File: config.mk
export PLATFORM = sky130hd
export DESIGN_NAME = bse_mul
export DESIGN_NICKNAME = d
export VERILOG_FILES = /design/src/design/bse_pkg.sv /design/src/design/bse_mul.sv
export SDC_FILE = /design/constraint.sdc
export NUM_CORES = 2
export LEC_CHECK = 0
export BUFFER_PORTS_ARGS = -buffer_cell sky130_fd_sc_hd__buf_4
export CAP_MARGIN = 10
export CORE_ASPECT_RATIO = 0.9
export CORE_MARGIN = 4
export CORE_UTILIZATION = 59
export CTS_CLUSTER_DIAMETER = 50
export DETAILED_ROUTE_END_ITERATION = 10
export GPL_TIMING_DRIVEN = 1
export PLACE_DENSITY = 0.85
export RECOVER_POWER = 25
export SLEW_MARGIN = 40
export SYNTH_ARGS = -nofsm -noshare
export SYNTH_HDL_FRONTEND = slang
export SYNTH_SLANG_ARGS = --single-unit
File: constraint.sdc
create_clock -name clk -period 9.55 [get_ports clk]
set_input_delay 0.4775 -clock clk [delete_from_list [all_inputs] [get_ports clk]]
set_output_delay 0.4775 -clock clk [all_outputs]
set_load 0.1 [all_outputs]
File: src/design/bse_pkg.sv
package bse_pkg;

	localparam int FRAC_BITS  = 26;
	localparam int COUNT_BITS = 16;
	localparam int QW         = 32;
	localparam int PW         = 64;
	localparam int AW         = 66;
	localparam int MW         = 48;
	localparam int MOD_SHIFT  = 2 * FRAC_BITS - 36;
	localparam int INT_LSB    = 2 * FRAC_BITS;
	localparam int DIV_BITS   = PW + FRAC_BITS;
	localparam int DIV_CW     = $clog2(DIV_BITS);

	// Shark near-zero threshold: 1e-10 in 2*FRAC_BITS fraction bits, rounded to nearest.
	localparam logic [PW-1:0] TINY_SQ =
		((64'd1 << (2 * FRAC_BITS)) + 64'd5000000000) / 64'd10000000000;
	localparam logic [PW-1:0] SHARK_Z0_W = ((64'd1 << FRAC_BITS) + 64'd5) / 64'd10;
	localparam logic [QW-1:0] SHARK_Z0   = SHARK_Z0_W[QW-1:0];
	localparam logic [MW-1:0] MOD_MAX    = {MW{1'b1}};

	localparam logic [3:0] V_CLASSIC  = 4'd0;
	localparam logic [3:0] V_CUBIC    = 4'd1;
	localparam logic [3:0] V_QUARTIC  = 4'd2;
	localparam logic [3:0] V_QUINTIC  = 4'd3;
	localparam logic [3:0] V_PERP     = 4'd4;
	localparam logic [3:0] V_BUFFALO  = 4'd5;
	localparam logic [3:0] V_SHARK    = 4'd6;
	localparam logic [3:0] V_CELTIC   = 4'd7;
	localparam logic [3:0] V_REVERSE  = 4'd8;
	localparam logic [3:0] V_VERTICAL = 4'd9;
	localparam logic [3:0] V_DIAGONAL = 4'd10;

	localparam logic [2:0] REG_VARIANT = 3'd0;
	localparam logic [2:0] REG_LIMIT   = 3'd1;
	localparam logic [2:0] REG_JULIA   = 3'd2;
	localparam logic [2:0] REG_JREAL   = 3'd3;
	localparam logic [2:0] REG_JIMAG   = 3'd4;
	localparam logic [2:0] REG_BAILOUT = 3'd5;

	typedef logic signed [QW-1:0] q_t;

	typedef struct packed {
		q_t   a1;
		q_t   b1;
		q_t   a2;
		q_t   b2;
		logic sub;
		logic exact;
	} mac_op_t;

	function automatic logic signed [AW-1:0] sx(input q_t v);
		return {{(AW-QW){v[QW-1]}}, v};
	endfunction

	// Returns {overflow, saturated value}.
	function automatic logic [QW:0] sat32(input logic signed [AW-1:0] v);
		logic ovf;
		logic [QW-1:0] r;
		ovf = (v[AW-1:QW-1] != {(AW-QW+1){v[QW-1]}});
		if (!ovf) begin
			r = v[QW-1:0];
		end else if (v[AW-1]) begin
			r = {1'b1, {(QW-1){1'b0}}};
		end else begin
			r = {1'b0, {(QW-1){1'b1}}};
		end
		return {ovf, r};
	endfunction

	function automatic logic [QW:0] absq(input logic signed [QW:0] x);
		logic signed [AW-1:0] e;
		e = {{(AW-QW-1){x[QW]}}, x};
		if (e < 0) begin
			e = -e;
		end
		return sat32(e);
	endfunction

endpackage

File: src/design/bse_mul.sv
module bse_mul import bse_pkg::*; (
	input  logic                 clk,
	input  logic                 arst_n,
	input  logic                 go,
	input  mac_op_t              op,
	output logic signed [AW-1:0] acc,
	output logic                 done
);

	// Sequence: p1 = a1*b1, acc = p1, p2 = a2*b2, acc = acc +/- p2.
	mac_op_t              op_q;
	logic [1:0]           ph_q;
	logic signed [PW-1:0] p_q;
	logic signed [AW-1:0] acc_q;
	logic                 done_q;
	q_t                   mul_a;
	q_t                   mul_b;
	logic signed [PW-1:0] prod;
	logic signed [AW-1:0] p_ext;

	always_comb begin
		mul_a = (ph_q == 2'd1) ? op_q.a1 : op_q.a2;
		mul_b = (ph_q == 2'd1) ? op_q.b1 : op_q.b2;
	end

	assign prod  = mul_a * mul_b;
	assign p_ext = op_q.exact ? {{(AW-PW){p_q[PW-1]}}, p_q}
	                          : {{(AW-PW+FRAC_BITS){p_q[PW-1]}}, p_q[PW-1:FRAC_BITS]};

	always_ff @(posedge clk or negedge arst_n) begin
		if (!arst_n) begin
			ph_q   <= 2'd0;
			done_q <= 1'b0;
		end else begin
			done_q <= 1'b0;
			case (ph_q)
				2'd0: begin
					if (go) ph_q <= 2'd1;
				end
				2'd1: ph_q <= 2'd2;
				2'd2: ph_q <= 2'd3;
				2'd3: begin
					ph_q   <= 2'd0;
					done_q <= 1'b1;
				end
				default: ph_q <= 2'd0;
			endcase
		end
	end

	always_ff @(posedge clk) begin
		case (ph_q)
			2'd0: begin
				if (go) op_q <= op;
			end
			2'd1: p_q <= prod;
			2'd2: begin
				acc_q <= p_ext;
				p_q   <= prod;
			end
			2'd3: acc_q <= op_q.sub ? (acc_q - p_ext) : (acc_q + p_ext);
			default: ;
		endcase
	end

	assign acc  = acc_q;
	assign done = done_q;

endmodule

# Word-level counts from Yosys, hierarchy flattened
# Cells that the tools add are included.
# word_totals
out_inout_bits	67
elab_cells	29
input_bits	133
ff_bits	263
# op_classes
n_mux	8
addsub	2
n_reduce_logical	4
n_mul	1
eq_ne	4
# op_table
op	count
$pmux W66 S2	1
$add A66 B64 Y66	1
$mux W66	1
$sub A66 B64 Y66	1
$mul A32 B32 Y64	1
$mux W32	2
$mux W63	1
$pmux W2 S4	1
$eq A2 B2 Y1 const B	2
$eq A2 B1 Y1 const B	1
$logic_not A2 Y1	1
$mux W2	1
$ne A2 B2 Y1 const B	1
$reduce_and A2 Y1	1
$reduce_bool A2 Y1	1
$reduce_or A2 Y1	1
$mux W1	1

# Logic depth before layout (Yosys ltp)
# depth
depth_word	4
depth_mapped	36
ltp_nobuf	32

# Worst setup path after synthesis
# Ideal clock, no wire load.
# synth_timing
path_type	reg-to-reg
start	reg ph_q[1]
end	reg p_q[60] (data pin)
path_stages_with_launch	31
t_arrival_ns	8.892
setup_slack_ns	0.397
synth_period_minus_slack_ns	9.153
required_ns	9.290
n_path_buf	4
setup_ns	0.260
cell_sequence	dfrtp_1 inv_1 ha_1 clkbuf_1 clkbuf_1 buf_1 mux2i_1 nor2_1 ha_1 inv_1 fa_1 inv_1 fa_1 fa_1 inv_1 fa_1 inv_1 fa_1 inv_1 fa_1 inv_1 fa_1 ha_1 clkbuf_1 nand4_1 o21ai_0 nor3_1 a21oi_1 and3_1 o22ai_1 xnor2_1
# synth_via
elab_chain_cells	3
word_cells_on_any_way	4
cone_classes	mul: 1; eq/ne: 1; mux: 2
# synth_lines
item	line_no	source
from (decl)	bse_mul.sv:12	logic [1:0] ph_q;
from (signal assigned)	bse_mul.sv:32	ph_q <= 2'd0;
from (signal assigned)	bse_mul.sv:38	if (go) ph_q <= 2'd1;
from (signal assigned)	bse_mul.sv:40	2'd1: ph_q <= 2'd2;
$eq A2 B1 Y1 (*)	bse_mul.sv:22, bse_mul.sv:23	
$mux W32, on equally long branches	bse_mul.sv:22, bse_mul.sv:23	
$mul A32 B32 Y64 (*)	bse_mul.sv:26	assign prod = mul_a * mul_b;
via prod[60]	bse_mul.sv:18	logic signed [PW-1:0] prod;
to (signal assigned)	bse_mul.sv:56	2'd1: p_q <= prod;
to (signal assigned)	bse_mul.sv:59	p_q <= prod;
to (decl)	bse_mul.sv:13	logic signed [PW-1:0] p_q;
# The timed path passes the listed nets; every way through them passes the cells marked *.
# A chain may end at the register's enable or synchronous reset.

# Final worst setup path
# Same ends and word-level chain as after synthesis.

==> metrics <==
Final Cycle Share 0.958; capturing element type of the critical path flop; effective utilization at floorplan 0.595; detailed-route wire length per cell about 24 µm; number of enable flip-flop cells after synthesis between 200 and 300; growth of design area from synthesis to finish 8.87%; fin nets about 7000; clk root buf sky130_fd_sc_hd__clkbuf_16; area occupied by registers approximately 0.008 mm²; via count of the first global-routing pass between 40000 and 50000; source of the worst register-to-register timing path ph_q[1]; largest driver fanout on the critical path 15; total DRC errors in the routed layout 0; Final Hold Viols 0; hold crit path type input port to flop; die extent in y 287 µm; met1 Track Usage GR 0.466; placed wire-length estimate after detailed placement 131000 µm; startpoint of the tightest hold check path op[108]; Yosys warnings 0; list of most frequent post-synthesis cells sky130_fd_sc_hd__fa_1, sky130_fd_sc_hd__inv_1, sky130_fd_sc_hd__nor2_1, sky130_fd_sc_hd__nand2_1, sky130_fd_sc_hd__edfxtp_1; Filler cells approximately 6800; Worst Setup Slack post-DPL ~0.19 ns; fraction of final layout cells sized beyond drive strength 1 0.0896; synthesized area per cell 9.56 µm²; Core Rows about 100; Core ar. 0.0860 mm²; clk_lat worst skew about 0.59 ns; clock buffer depth 3; GR Overflow Total 0; main area contributors after synthesis sky130_fd_sc_hd__fa_1, sky130_fd_sc_hd__edfxtp_1, sky130_fd_sc_hd__inv_1; global placer's final weighted congestion around 1.1; worst slew pin tran just over 2 ns; data required time of the worst path ~9.9 ns; CTS sink cnt about 260; summed negative setup slack over all endpoints 0 ns; violated checks capacitance limit, slew limit; element type at the critical path start flop; drt total wl about 160000 µm; met3 global-route usage 0.148; total CTS buffers 38; die area between 0.09 and 0.1 mm²; FF-to-FF path depth 29; met2 Use GR 0.533; Netlist cell types 85; proportion of synthesized flip-flops having asynchronous set or reset 0.0114; top-level I/O count 200; Critical Path Start ph_q[1]; Fin Clk Skew 0.0285 ns; Final Max Tran Viols 51; gate count after technology mapping 5352; library cell occupying the most area in the post-synthesis netlist sky130_fd_sc_hd__fa_1; number of antenna-violating nets in the routed design 0; worst setup slack after layout approximately 0.4 ns; overall track demand over capacity in global routing 0.361; post-synth net total 6823; via count of the routed design 40500; status finished with violations; Period minus WS final just over 9 ns; drt first pass iters 7; dominant cell type by count on the critical path sky130_fd_sc_hd__fa_1; arrival time worst endpoint between 9 and 10 ns; post-synthesis register bit count roughly 260; dominant cell by count in the synthesized netlist sky130_fd_sc_hd__fa_1; longest individual stage delay on the worst path approximately 0.83 ns; wire length of the first global-routing pass 250000 µm; Initial DRC Count between 4000 and 5000; setup repair after global routing missed its margin false; pin count of the biggest net entering global routing 86; Fmax achieved around 110 MHz; Clock Pin Slew Worst Setup and Hold Paths 0.06 ns; multi-input logic area 0.0387 mm²; most congested layer reported by global routing met2; slowest CP cell sky130_fd_sc_hd__fa_1; x dimension of the die approximately 320 µm; headroom to the max-slew limit -0.365; number of antenna violations at the first check in global routing 2; count of buffers from port buffering just under 200; kind of critical path flop to flop; setup violation total in the final timing report 0; detailed-route vias per instance around 6.1; count of maximum capacitance violations 1; worst hold stages 1; top flip-flop cell by instance count after synthesis sky130_fd_sc_hd__edfxtp_1; total number of H-tree levels 2; TritonCTS clock tree built; netlist area before placement 0.0512 mm²; area share of the leading cell type in the synthesized netlist 0.424; sequential cell area fraction in the yosys report 0.154
-- registers in the layout (all words and copies together), names as in the netlist --
name and count:
done 1, op_q 130, ph_q 2, acc 66, p_q 64
-- worst max-delay path: cells and delay by family (launching register included) --
kind            cells  cell delay [ns]
compound gates      6             1.12
mux                 1             0.51
flops               1             0.41
simple gates        4             0.78
xor+xnor            1             0.14
buf+inv             7             0.72
fa+ha+maj          10             5.18
-- metal layers --
metal | up-vias | wire (µm) | share of wire
met1 | 20000 | 59600 | 0.37
met4 | 8 | 9830 | 0.060
li1 | 16900 | - | -
met2 | 2952 | 68900 | 0.42
met3 | 667 | 24400 | 0.15
met5 | - | 98 | 0.00060
-- placed cells by master, fill, tap and decap left out, types with 58 or more instances in the layout --
cell and count:
sky130_fd_sc_hd__mux2i_1 94, sky130_fd_sc_hd__nand2_1 644, sky130_fd_sc_hd__a21o_1 58, sky130_fd_sc_hd__fa_1 1082, sky130_fd_sc_hd__ha_1 254, sky130_fd_sc_hd__buf_4 174
sky130_fd_sc_hd__mux2_2 65, sky130_fd_sc_hd__xnor2_1 106, sky130_fd_sc_hd__clkbuf_4 125, sky130_fd_sc_hd__a21oi_1 214, sky130_fd_sc_hd__o21ai_0 100, sky130_fd_sc_hd__xor2_1 91
sky130_fd_sc_hd__inv_1 1008, sky130_fd_sc_hd__edfxtp_1 260, sky130_fd_sc_hd__nor2_1 645
-- kinds of logic (layout without fill, tap and decap cells) --
family / Yosys count / after routing / synth area share
multiplexers: 184 / 184 / 0.0378
adder cells (fa/ha/maj): 1338 / 1338 / 0.486
XOR/XNOR: 197 / 197 / 0.0337
AO/OA/AOI/OAI: 587 / 587 / 0.0711
buffers and inverters: 1249 / 1409 / 0.0922
flip-flops: 263 / 263 / 0.154
other: 0 / 4 / 0
AND/OR/NAND/NOR: 1534 / 1534 / 0.125
-- layout make-up --
| cell class | instances | area share |
|---|---|---|
| Antenna cell | 4 | 0.000180 |
| Inverter | 1009 | 0.0680 |
| Timing Repair Buffer | 331 | 0.0454 |
| Clock buffer | 39 | 0.0171 |
| Sequential cell | 263 | 0.142 |
| Tap cell | 1144 | 0.0257 |
| Multi-Input combinational cell | 3840 | 0.695 |
| Clock inverter | 30 | 0.00694 |
-- through the flow --
step	hold slack (ns)	util	instances	area (µm²)
finish	0.0984	0.647	6660	55700
global route	0.0804	0.647	6656	55700
CTS	0.0614	0.648	6655	55700
detailed placement	0.314	0.632	6585	54400
global placement	0.313	0.632	6584	54300
floorplan	0.182	-	5352	51200
-- worst paths after layout --
kind	end	slack, ns
min	op_q[108]	0.1
min in group asynchronous	done	0.47
max	p_q[60]	0.40
max reg2reg	p_q[60]	0.40
max in group asynchronous	ph_q[1]	8.59
min reg2reg	ph_q[1]	0.59
-- timing repair --
action / 4_1_cts / 5_1_grt
endpoints found under the setup margin: 0 / 8
buffers inserted: 0 / 1
hold endpoints to repair: 3 / 0
hold buffers: 1 / 0
gates resized for setup: 0 / 6
Power is not shown: default switching activity piles up to over one toggle a cycle in this logic, so the estimate is an artifact.
