## src/design/bse_pkg.sv

```systemverilog
package bse_pkg;

	localparam int FRAC_BITS  = 26;
	localparam int COUNT_BITS = 16;
	localparam int QW         = 32;
	localparam int PW         = 64;
	localparam int AW         = 66;
	localparam int MW         = 48;
	localparam int MOD_SHIFT  = 2 * FRAC_BITS - 36;
	localparam int INT_LSB    = 2 * FRAC_BITS;
	localparam int DIV_BITS   = PW + FRAC_BITS;
	localparam int DIV_CW     = $clog2(DIV_BITS);

	// Shark near-zero threshold: 1e-10 in 2*FRAC_BITS fraction bits, rounded to nearest.
	localparam logic [PW-1:0] TINY_SQ =
		((64'd1 << (2 * FRAC_BITS)) + 64'd5000000000) / 64'd10000000000;
	localparam logic [PW-1:0] SHARK_Z0_W = ((64'd1 << FRAC_BITS) + 64'd5) / 64'd10;
	localparam logic [QW-1:0] SHARK_Z0   = SHARK_Z0_W[QW-1:0];
	localparam logic [MW-1:0] MOD_MAX    = {MW{1'b1}};

	localparam logic [3:0] V_CLASSIC  = 4'd0;
	localparam logic [3:0] V_CUBIC    = 4'd1;
	localparam logic [3:0] V_QUARTIC  = 4'd2;
	localparam logic [3:0] V_QUINTIC  = 4'd3;
	localparam logic [3:0] V_PERP     = 4'd4;
	localparam logic [3:0] V_BUFFALO  = 4'd5;
	localparam logic [3:0] V_SHARK    = 4'd6;
	localparam logic [3:0] V_CELTIC   = 4'd7;
	localparam logic [3:0] V_REVERSE  = 4'd8;
	localparam logic [3:0] V_VERTICAL = 4'd9;
	localparam logic [3:0] V_DIAGONAL = 4'd10;

	localparam logic [2:0] REG_VARIANT = 3'd0;
	localparam logic [2:0] REG_LIMIT   = 3'd1;
	localparam logic [2:0] REG_JULIA   = 3'd2;
	localparam logic [2:0] REG_JREAL   = 3'd3;
	localparam logic [2:0] REG_JIMAG   = 3'd4;
	localparam logic [2:0] REG_BAILOUT = 3'd5;

	typedef logic signed [QW-1:0] q_t;

	typedef struct packed {
		q_t   a1;
		q_t   b1;
		q_t   a2;
		q_t   b2;
		logic sub;
		logic exact;
	} mac_op_t;

	function automatic logic signed [AW-1:0] sx(input q_t v);
		return {{(AW-QW){v[QW-1]}}, v};
	endfunction

	// Returns {overflow, saturated value}.
	function automatic logic [QW:0] sat32(input logic signed [AW-1:0] v);
		logic ovf;
		logic [QW-1:0] r;
		ovf = (v[AW-1:QW-1] != {(AW-QW+1){v[QW-1]}});
		if (!ovf) begin
			r = v[QW-1:0];
		end else if (v[AW-1]) begin
			r = {1'b1, {(QW-1){1'b0}}};
		end else begin
			r = {1'b0, {(QW-1){1'b1}}};
		end
		return {ovf, r};
	endfunction

	function automatic logic [QW:0] absq(input logic signed [QW:0] x);
		logic signed [AW-1:0] e;
		e = {{(AW-QW-1){x[QW]}}, x};
		if (e < 0) begin
			e = -e;
		end
		return sat32(e);
	endfunction

endpackage

```

## src/design/bse_div.sv

```systemverilog
module bse_div import bse_pkg::*; (
	input  logic          clk,
	input  logic          arst_n,
	input  logic          go,
	input  logic          neg,
	input  logic [PW-1:0] mag,
	input  logic [PW-1:0] den,
	output q_t            quot,
	output logic          sat,
	output logic          done
);

	// Restoring division of mag * 2^FRAC_BITS by den, one quotient bit per cycle.
	logic                busy_q;
	logic                done_q;
	logic [DIV_CW-1:0]   cnt_q;
	logic [DIV_BITS-1:0] d_q;
	logic [PW-1:0]       r_q;
	logic [PW-1:0]       den_q;
	logic [QW:0]         q_q;
	logic                ovf_q;
	logic                neg_q;
	logic [PW:0]         r_sh;
	logic [PW+1:0]       diff;
	logic                ge;
	logic [QW:0]         res;

	assign r_sh = {r_q, d_q[DIV_BITS-1]};
	assign diff = {1'b0, r_sh} - {2'b00, den_q};
	assign ge   = !diff[PW+1];

	always_ff @(posedge clk or negedge arst_n) begin
		if (!arst_n) begin
			busy_q <= 1'b0;
			done_q <= 1'b0;
			cnt_q  <= '0;
		end else begin
			done_q <= 1'b0;
			if (!busy_q) begin
				if (go) begin
					busy_q <= 1'b1;
					cnt_q  <= DIV_CW'(DIV_BITS - 1);
				end
			end else begin
				cnt_q <= cnt_q - 1'b1;
				if (cnt_q == '0) begin
					busy_q <= 1'b0;
					done_q <= 1'b1;
				end
			end
		end
	end

	always_ff @(posedge clk) begin
		if (!busy_q) begin
			if (go) begin
				d_q   <= {mag, {FRAC_BITS{1'b0}}};
				den_q <= den;
				neg_q <= neg;
				r_q   <= '0;
				q_q   <= '0;
				ovf_q <= 1'b0;
			end
		end else begin
			d_q   <= {d_q[DIV_BITS-2:0], 1'b0};
			r_q   <= ge ? diff[PW-1:0] : r_sh[PW-1:0];
			q_q   <= {q_q[QW-1:0], ge};
			ovf_q <= ovf_q | q_q[QW];
		end
	end

	always_comb begin
		res = (ovf_q || q_q[QW]) ? {1'b1, {QW{1'b0}}} : {1'b0, q_q[QW-1:0]};
		if (!neg_q) begin
			sat  = res[QW] | res[QW-1];
			quot = sat ? {1'b0, {(QW-1){1'b1}}} : res[QW-1:0];
		end else begin
			sat  = res[QW] | (res[QW-1] & (res[QW-2:0] != '0));
			quot = sat ? {1'b1, {(QW-1){1'b0}}} : -res[QW-1:0];
		end
	end

	assign done = done_q;

endmodule

```

## config.mk

```make
export PLATFORM = sky130hd
export DESIGN_NAME = bse_div
export DESIGN_NICKNAME = d
export VERILOG_FILES = /design/src/design/bse_pkg.sv /design/src/design/bse_div.sv
export SDC_FILE = /design/constraint.sdc
export NUM_CORES = 1
export LEC_CHECK = 0
export ABC_AREA = 1
export BUFFER_PORTS_ARGS = -buffer_cell sky130_fd_sc_hd__buf_2
export CAP_MARGIN = 20
export CORE_MARGIN = 2
export CORE_UTILIZATION = 40
export DETAILED_ROUTE_END_ITERATION = 8
export PLACE_DENSITY = 0.64
export RECOVER_POWER = 25
export SYNTH_ARGS = -nofsm -noshare
export SYNTH_HDL_FRONTEND = slang
export SYNTH_SLANG_ARGS = --single-unit
export TNS_END_PERCENT = 5
```

## constraint.sdc

```tcl
create_clock -name clk -period 4.6 [get_ports clk]
set_input_delay 0.23 -clock clk [delete_from_list [all_inputs] [get_ports clk]]
set_output_delay 0.23 -clock clk [all_outputs]
set_load 0.02 [all_outputs]
```

# [Yosys cells after proc, flatten, opt, wreduce, memory -nomap -nowiden]
# Index checks and enable logic that the tools add are counted.
[totals] output_inout_bits=34 ff_bits=236 word_cells=45
[op_classes] n_reduce_logical=6 bitwise=5 n_addsub=3 n_mux=21
[op_table] operator="two-way mux 64 bit" n=3
[op_table] operator="two-way mux 90 bit" n=2
[op_table] operator="two-way mux 33 bit" n=3
[op_table] operator="two-way mux 32 bit" n=3
[op_table] operator="subtractor 65 x 64 -> 66 bit" n=1
[op_table] operator="negator 32 bit" n=1
[op_table] operator="nonzero test 31 bit" n=1
[op_table] operator="two-way mux 7 bit" n=2
[op_table] operator="two-way mux 1 bit" n=8
[op_table] operator="logical NOT 7 bit" n=1
[op_table] operator="subtractor 7 x 1 -> 7 bit (second input constant)" n=1
[op_table] operator="bitwise OR 1 bit" n=3
[op_table] operator="AND reduction 2 bit" n=1
[op_table] operator="nonzero test 2 bit" n=1
[op_table] operator="bitwise AND 1 bit" n=1
[op_table] operator="logical NOT 1 bit" n=1
[op_table] operator="logical OR 1 bit" n=1
[op_table] operator="inverter 1 bit" n=1

# [Longest topological paths before layout]
[depth] depth_word=7 depth_mapped=19 depth_no_buf=18

# [Worst setup path after synthesis]
# OpenSTA, ideal clock, no wires.
[synth_path] path_kind="register to register" startpoint="reg busy_q" endpoint="reg d_q[26], enable pin" t_arrival_ns=3.899 synth_period_minus_slack_ns=4.415 path_slack_ns=0.185 required_time_ns=4.085 stages_incl_launch_ff=4 cell_sequence="dfrtp_1 clkbuf_1 nor2_1 inv_1"
[synth_between] elab_chain_cells=1
[synth_rtl] item="start, declared" line="bse_div.sv:14" source="logic busy_q;"
[synth_rtl] item="start signal, assigned" line="bse_div.sv:34" source="busy_q <= 1'b0;"
[synth_rtl] item="start signal, assigned" line="bse_div.sv:41" source="busy_q <= 1'b1;"
[synth_rtl] item="start signal, assigned" line="bse_div.sv:47" source="busy_q <= 1'b0;"
[synth_rtl] item="nonzero test 2 bit (no line)"
[synth_rtl] item="end signal, assigned" line="bse_div.sv:57" source="d_q <= {mag, {FRAC_BITS{1'b0}}};"
[synth_rtl] item="end signal, assigned" line="bse_div.sv:65" source="d_q <= {d_q[DIV_BITS-2:0], 1'b0};"
[synth_rtl] item="end, declared" line="bse_div.sv:17" source="logic [DIV_BITS-1:0] d_q;"
# No other way between the ends.
# A chain may end at the register's enable or synchronous reset.

# [Worst setup path after layout]
[layout_path] startpoint="reg q_q[32]" endpoint="out quot[13]"
[layout_between] elab_chain_cells=7 word_cells_on_any_way=10 classes_between="1 x add/sub; 4 x mux; 3 x bitwise; 2 x reduce/logical"
[layout_rtl] item="start, declared" line="bse_div.sv:20" source="logic [QW:0] q_q;"
[layout_rtl] item="start signal, assigned" line="bse_div.sv:67" source="q_q <= {q_q[QW-1:0], ge};"
[layout_rtl] item="logical OR 1 bit (*)" line="bse_div.sv:73" source="res = (ovf_q || q_q[QW]) ? {1'b1, {QW{1'b0}}} : {1'b0, q_q[QW-1:0]};"
[layout_rtl] item="two-way mux 33 bit (*)" line="bse_div.sv:73"
[layout_rtl] item="branches (longest 4 deep; another with negator 32 bit)"
[layout_rtl] item="two-way mux 32 bit (*)" line="bse_div.sv:74" source="if (!neg_q) begin"
[layout_rtl] item="end, declared" line="bse_div.sv:8" source="output q_t quot,"
# Mark *: on every way between the ends.

==> results.toml <==
[outcome]
status = "finished with violations"
violations = "capacitance limit, slew limit"

[grt]
grt_start_max_net_pins = 95
first_global_vias = 16001
gr-usage-all-layers_pct = 24.09
antenna_found_initial = 2
grt_first_pass_wirelength_mm = 84.99
grt-ovfl-total = 0

[logic_synthesis]
synth-compound-area-share_pct = 3.860
synth_fa_ha_area_share_pct = 4.923
yosysWarnings = 0
syn_area_sq_um = 17180
async_flop_share_pct = 3.814
synth-xor-area-share_pct = 3.161
synth_top_area_share_pct = 39.68
yosys.area_share.simple_pct = 34.64
synth_edf_count = 227
syn_inst = 2485
synth.most_common_cell = "nand2_1"
synthTopCellsByCount = "nand2_1, inv_1, nor2_1, edfxtp_1, o21ai_0"
synth.mux.area_fraction_pct = 0
ys_ff_latch = 236
yosysTopAreaCell = "edfxtp_1"
synth.distinct_cells = 40
synthFlopType = "edfxtp_1"
seq_area_frac_synth_pct = 40.99
syn_nets = 2684
synth_top_family_by_area = "simple AND/OR/NAND/NOR gates"
synthTopCellsByArea = "edfxtp_1, nand2_1, inv_1"
syn_area_per_cell_sq_um = 6.914

[cts]
cts_resized = 0
cts_tree = "built"
postCtsSetupRepairBufs = 0
cts_root_buf = "clkbuf_16"
h-tree-depth = 1
clockBufferDepth = 3
cts_made_buffers = 29
clk_latency_ns = 0.60
path_clk_slew_ns = 0.06
cts.sinks = 236

[critical_path]
crit_cells = 11
cp-end-kind = "output port"
r2r-end = "den_q[55]$_DFFE_PP_"
crit_required_ns = 4.37
arrival_ns = 3.73
r2r_slack_ns = 0.81
cpLargestDelayFamily = "simple AND/OR/NAND/NOR gates"
critical_path_class = "flip-flop to output port"
cp-startpoint = "q_q[32]$_SDFFCE_PN0P_"
startpoint_type = "flip-flop"
slowest_delay_ns = 0.70
reg2reg_from = "busy_q$_DFF_PN0_"
slowest_stage = "nand3_1"
cp-endpoint = "quot[13]"
critPathBufInv = 2
path_cells = "nor2_2, buf_4, nand2_1, ha_1, nand4_2, nor2_2, nand2_1, o21ai_2, nand3_1, o21ai_0, buf_2"
r2r_cells = 4
cp_max_fo = 29

[timing]
skew_ns = 0.01178
slew_headroom_pct = -20.82
rsz0062_at_grt = "false"
timing.final.crit_share_pct = 86.08
period_needed_ns = 3.960
worst_pin_slew_ns = 1.812
timing.fmax_ghz = 0.2526
setup_tns_ns = 0
slew_violations = 55
setup_viol = 0
final_hold_viol_count = 0

[drt]
vias_per_cell = 4.830
antenna_left = 0
vias = 16084
first_pass_iters = 7
wire_per_inst_um = 15.96
drc = 0
drtIter0Drc = 1083
drt_wl_total_mm = 53.13

[floorplan]
coreArea_sq_um = 42130
die_h_um = 211.2
dieArea_sq_um = 44620
fp-row-count = 75
dieWidth_um = 211.2
start_util_pct = 40.78
pin_count = 166

[finish]
seq_area_sq_um = 7042
multi_input_area_sq_um = 8005
stdcell_count = 3330
utilization_pct = 49.11
finalInstanceArea_sq_um = 20690
nNetsFinal = 2967
drive_gt1_share_pct = 9.961
num_antenna_cells = 0
areaGrowthSynthToFinish_pct = 20.44
fillers = 4241

[run]
cap_violations = 1

[placed_design]
post_dp_cell_area_sq_um = 18490
numPortBuffers = 165
place_inst = 3146
dp_hpwl_mm = 39.36
routabilityCongestion = 0.9356

[min_path]
hp-start = "mag[62]"
hold_path.class = "input port to flip-flop"

[power]
ir_worst_vdd_mv = 0.5383
power_density_nw_per_um2 = 642.4
p_leak_uw = 0.01127
==> layout make-up <==
cell class / count / area share [%]
flip-flops and latches: 236 / 34.03
repair buffers: 305 / 10.66
clock inverters: 10 / 0.3507
multi-input cells: 1705 / 38.69
inverters: 491 / 8.938
well taps: 539 / 3.259
clock buffers: 44 / 4.070
==> worst min path at each step <==
stage	end	slack (ns)	depth (start not counted)
after global placement	cnt_q[5]$_DFFE_PN0P_	0.09	1
after floorplan	busy_q$_DFF_PN0_	-0.07	0
final	d_q[88]$_DFFE_PP_	0.01	3
after detailed placement	done$_DFF_PN0_	0.1	1
after global routing	d_q[88]$_DFFE_PP_	0.007	3
after CTS	cnt_q[2]$_DFFE_PN0P_	0.01	2
==> power by group <==
group,internal [uW],switching [uW],total [uW]
logic,2400,4730,7130
registers,3490,469,3960
clock network,1260,947,2210
total,7150,6140,13300
==> per-stage QoR <==
stage / setup WS [ns] / hold WS, ns / power (uW)
3_3_place_gp: 1.485 / 0.08852 / 10860
6_report: 0.6405 / 0.01116 / 13290
3_5_place_dp: 1.224 / 0.09584 / 10910
5_1_grt: 0.3212 / 0.007064 / 14500
4_1_cts: 0.5709 / 0.01240 / 13320
2_1_floorplan: 0.1854 / -0.06559 / 9052
==> worst register-to-register path: cells and delay by family (launching register included) <==
family	cells	cell delay (ns)
flip-flops	1	1.56
AND/OR/NAND/NOR	1	0.28
buffers and inverters	3	1.63
==> timing repair <==
action / CTS / global route
hold buffers: 130 / 0
setup endpoints to repair: 0 / 0
endpoints found under the hold margin: 140 / 0
==> layer usage <==
metal	vias up	track usage [%]	wire length [um]
li1	8164	-	-
met5	-	0	13
met4	2	5.075	1128
met2	435	40.00	24360
met3	68	3.375	3020
met1	7415	33.48	24610
==> sequential cells by signal (all words and copies together) (netlist names) <==
name	cells
done	1
ovf_q	1
busy_q	1
cnt_q	7
neg_q	1
d_q	64
r_q	64
den_q	64
q_q	33
==> layout by cell type (no fill, tap or decap), types with 14 or more instances in the layout <==
cell and instances:
ha_1 66, clkbuf_1 16, clkbuf_16 29, nand3b_1 39, edfxtp_1 227, dlygate4sd3_1 130
buf_2 158, nor2_1 238, nor2_2 19, nor3_1 14, nand4_1 22, nand3_1 60
xor2_1 50, nand2_1 1020, a21oi_1 40, o21ai_0 72, inv_1 478
==> logic make-up (layout without fill, tap and decap cells) <==
logic type | count (synthesis) | after routing
AND/OR/NAND/NOR | 1448 | 1448
buffers and inverters | 544 | 850
flip-flops | 236 | 236
AO/OA/AOI/OAI | 128 | 128
adder cells (fa/ha/maj) | 67 | 67
XOR/XNOR | 62 | 62
Power figures use the tool's default switching activity.
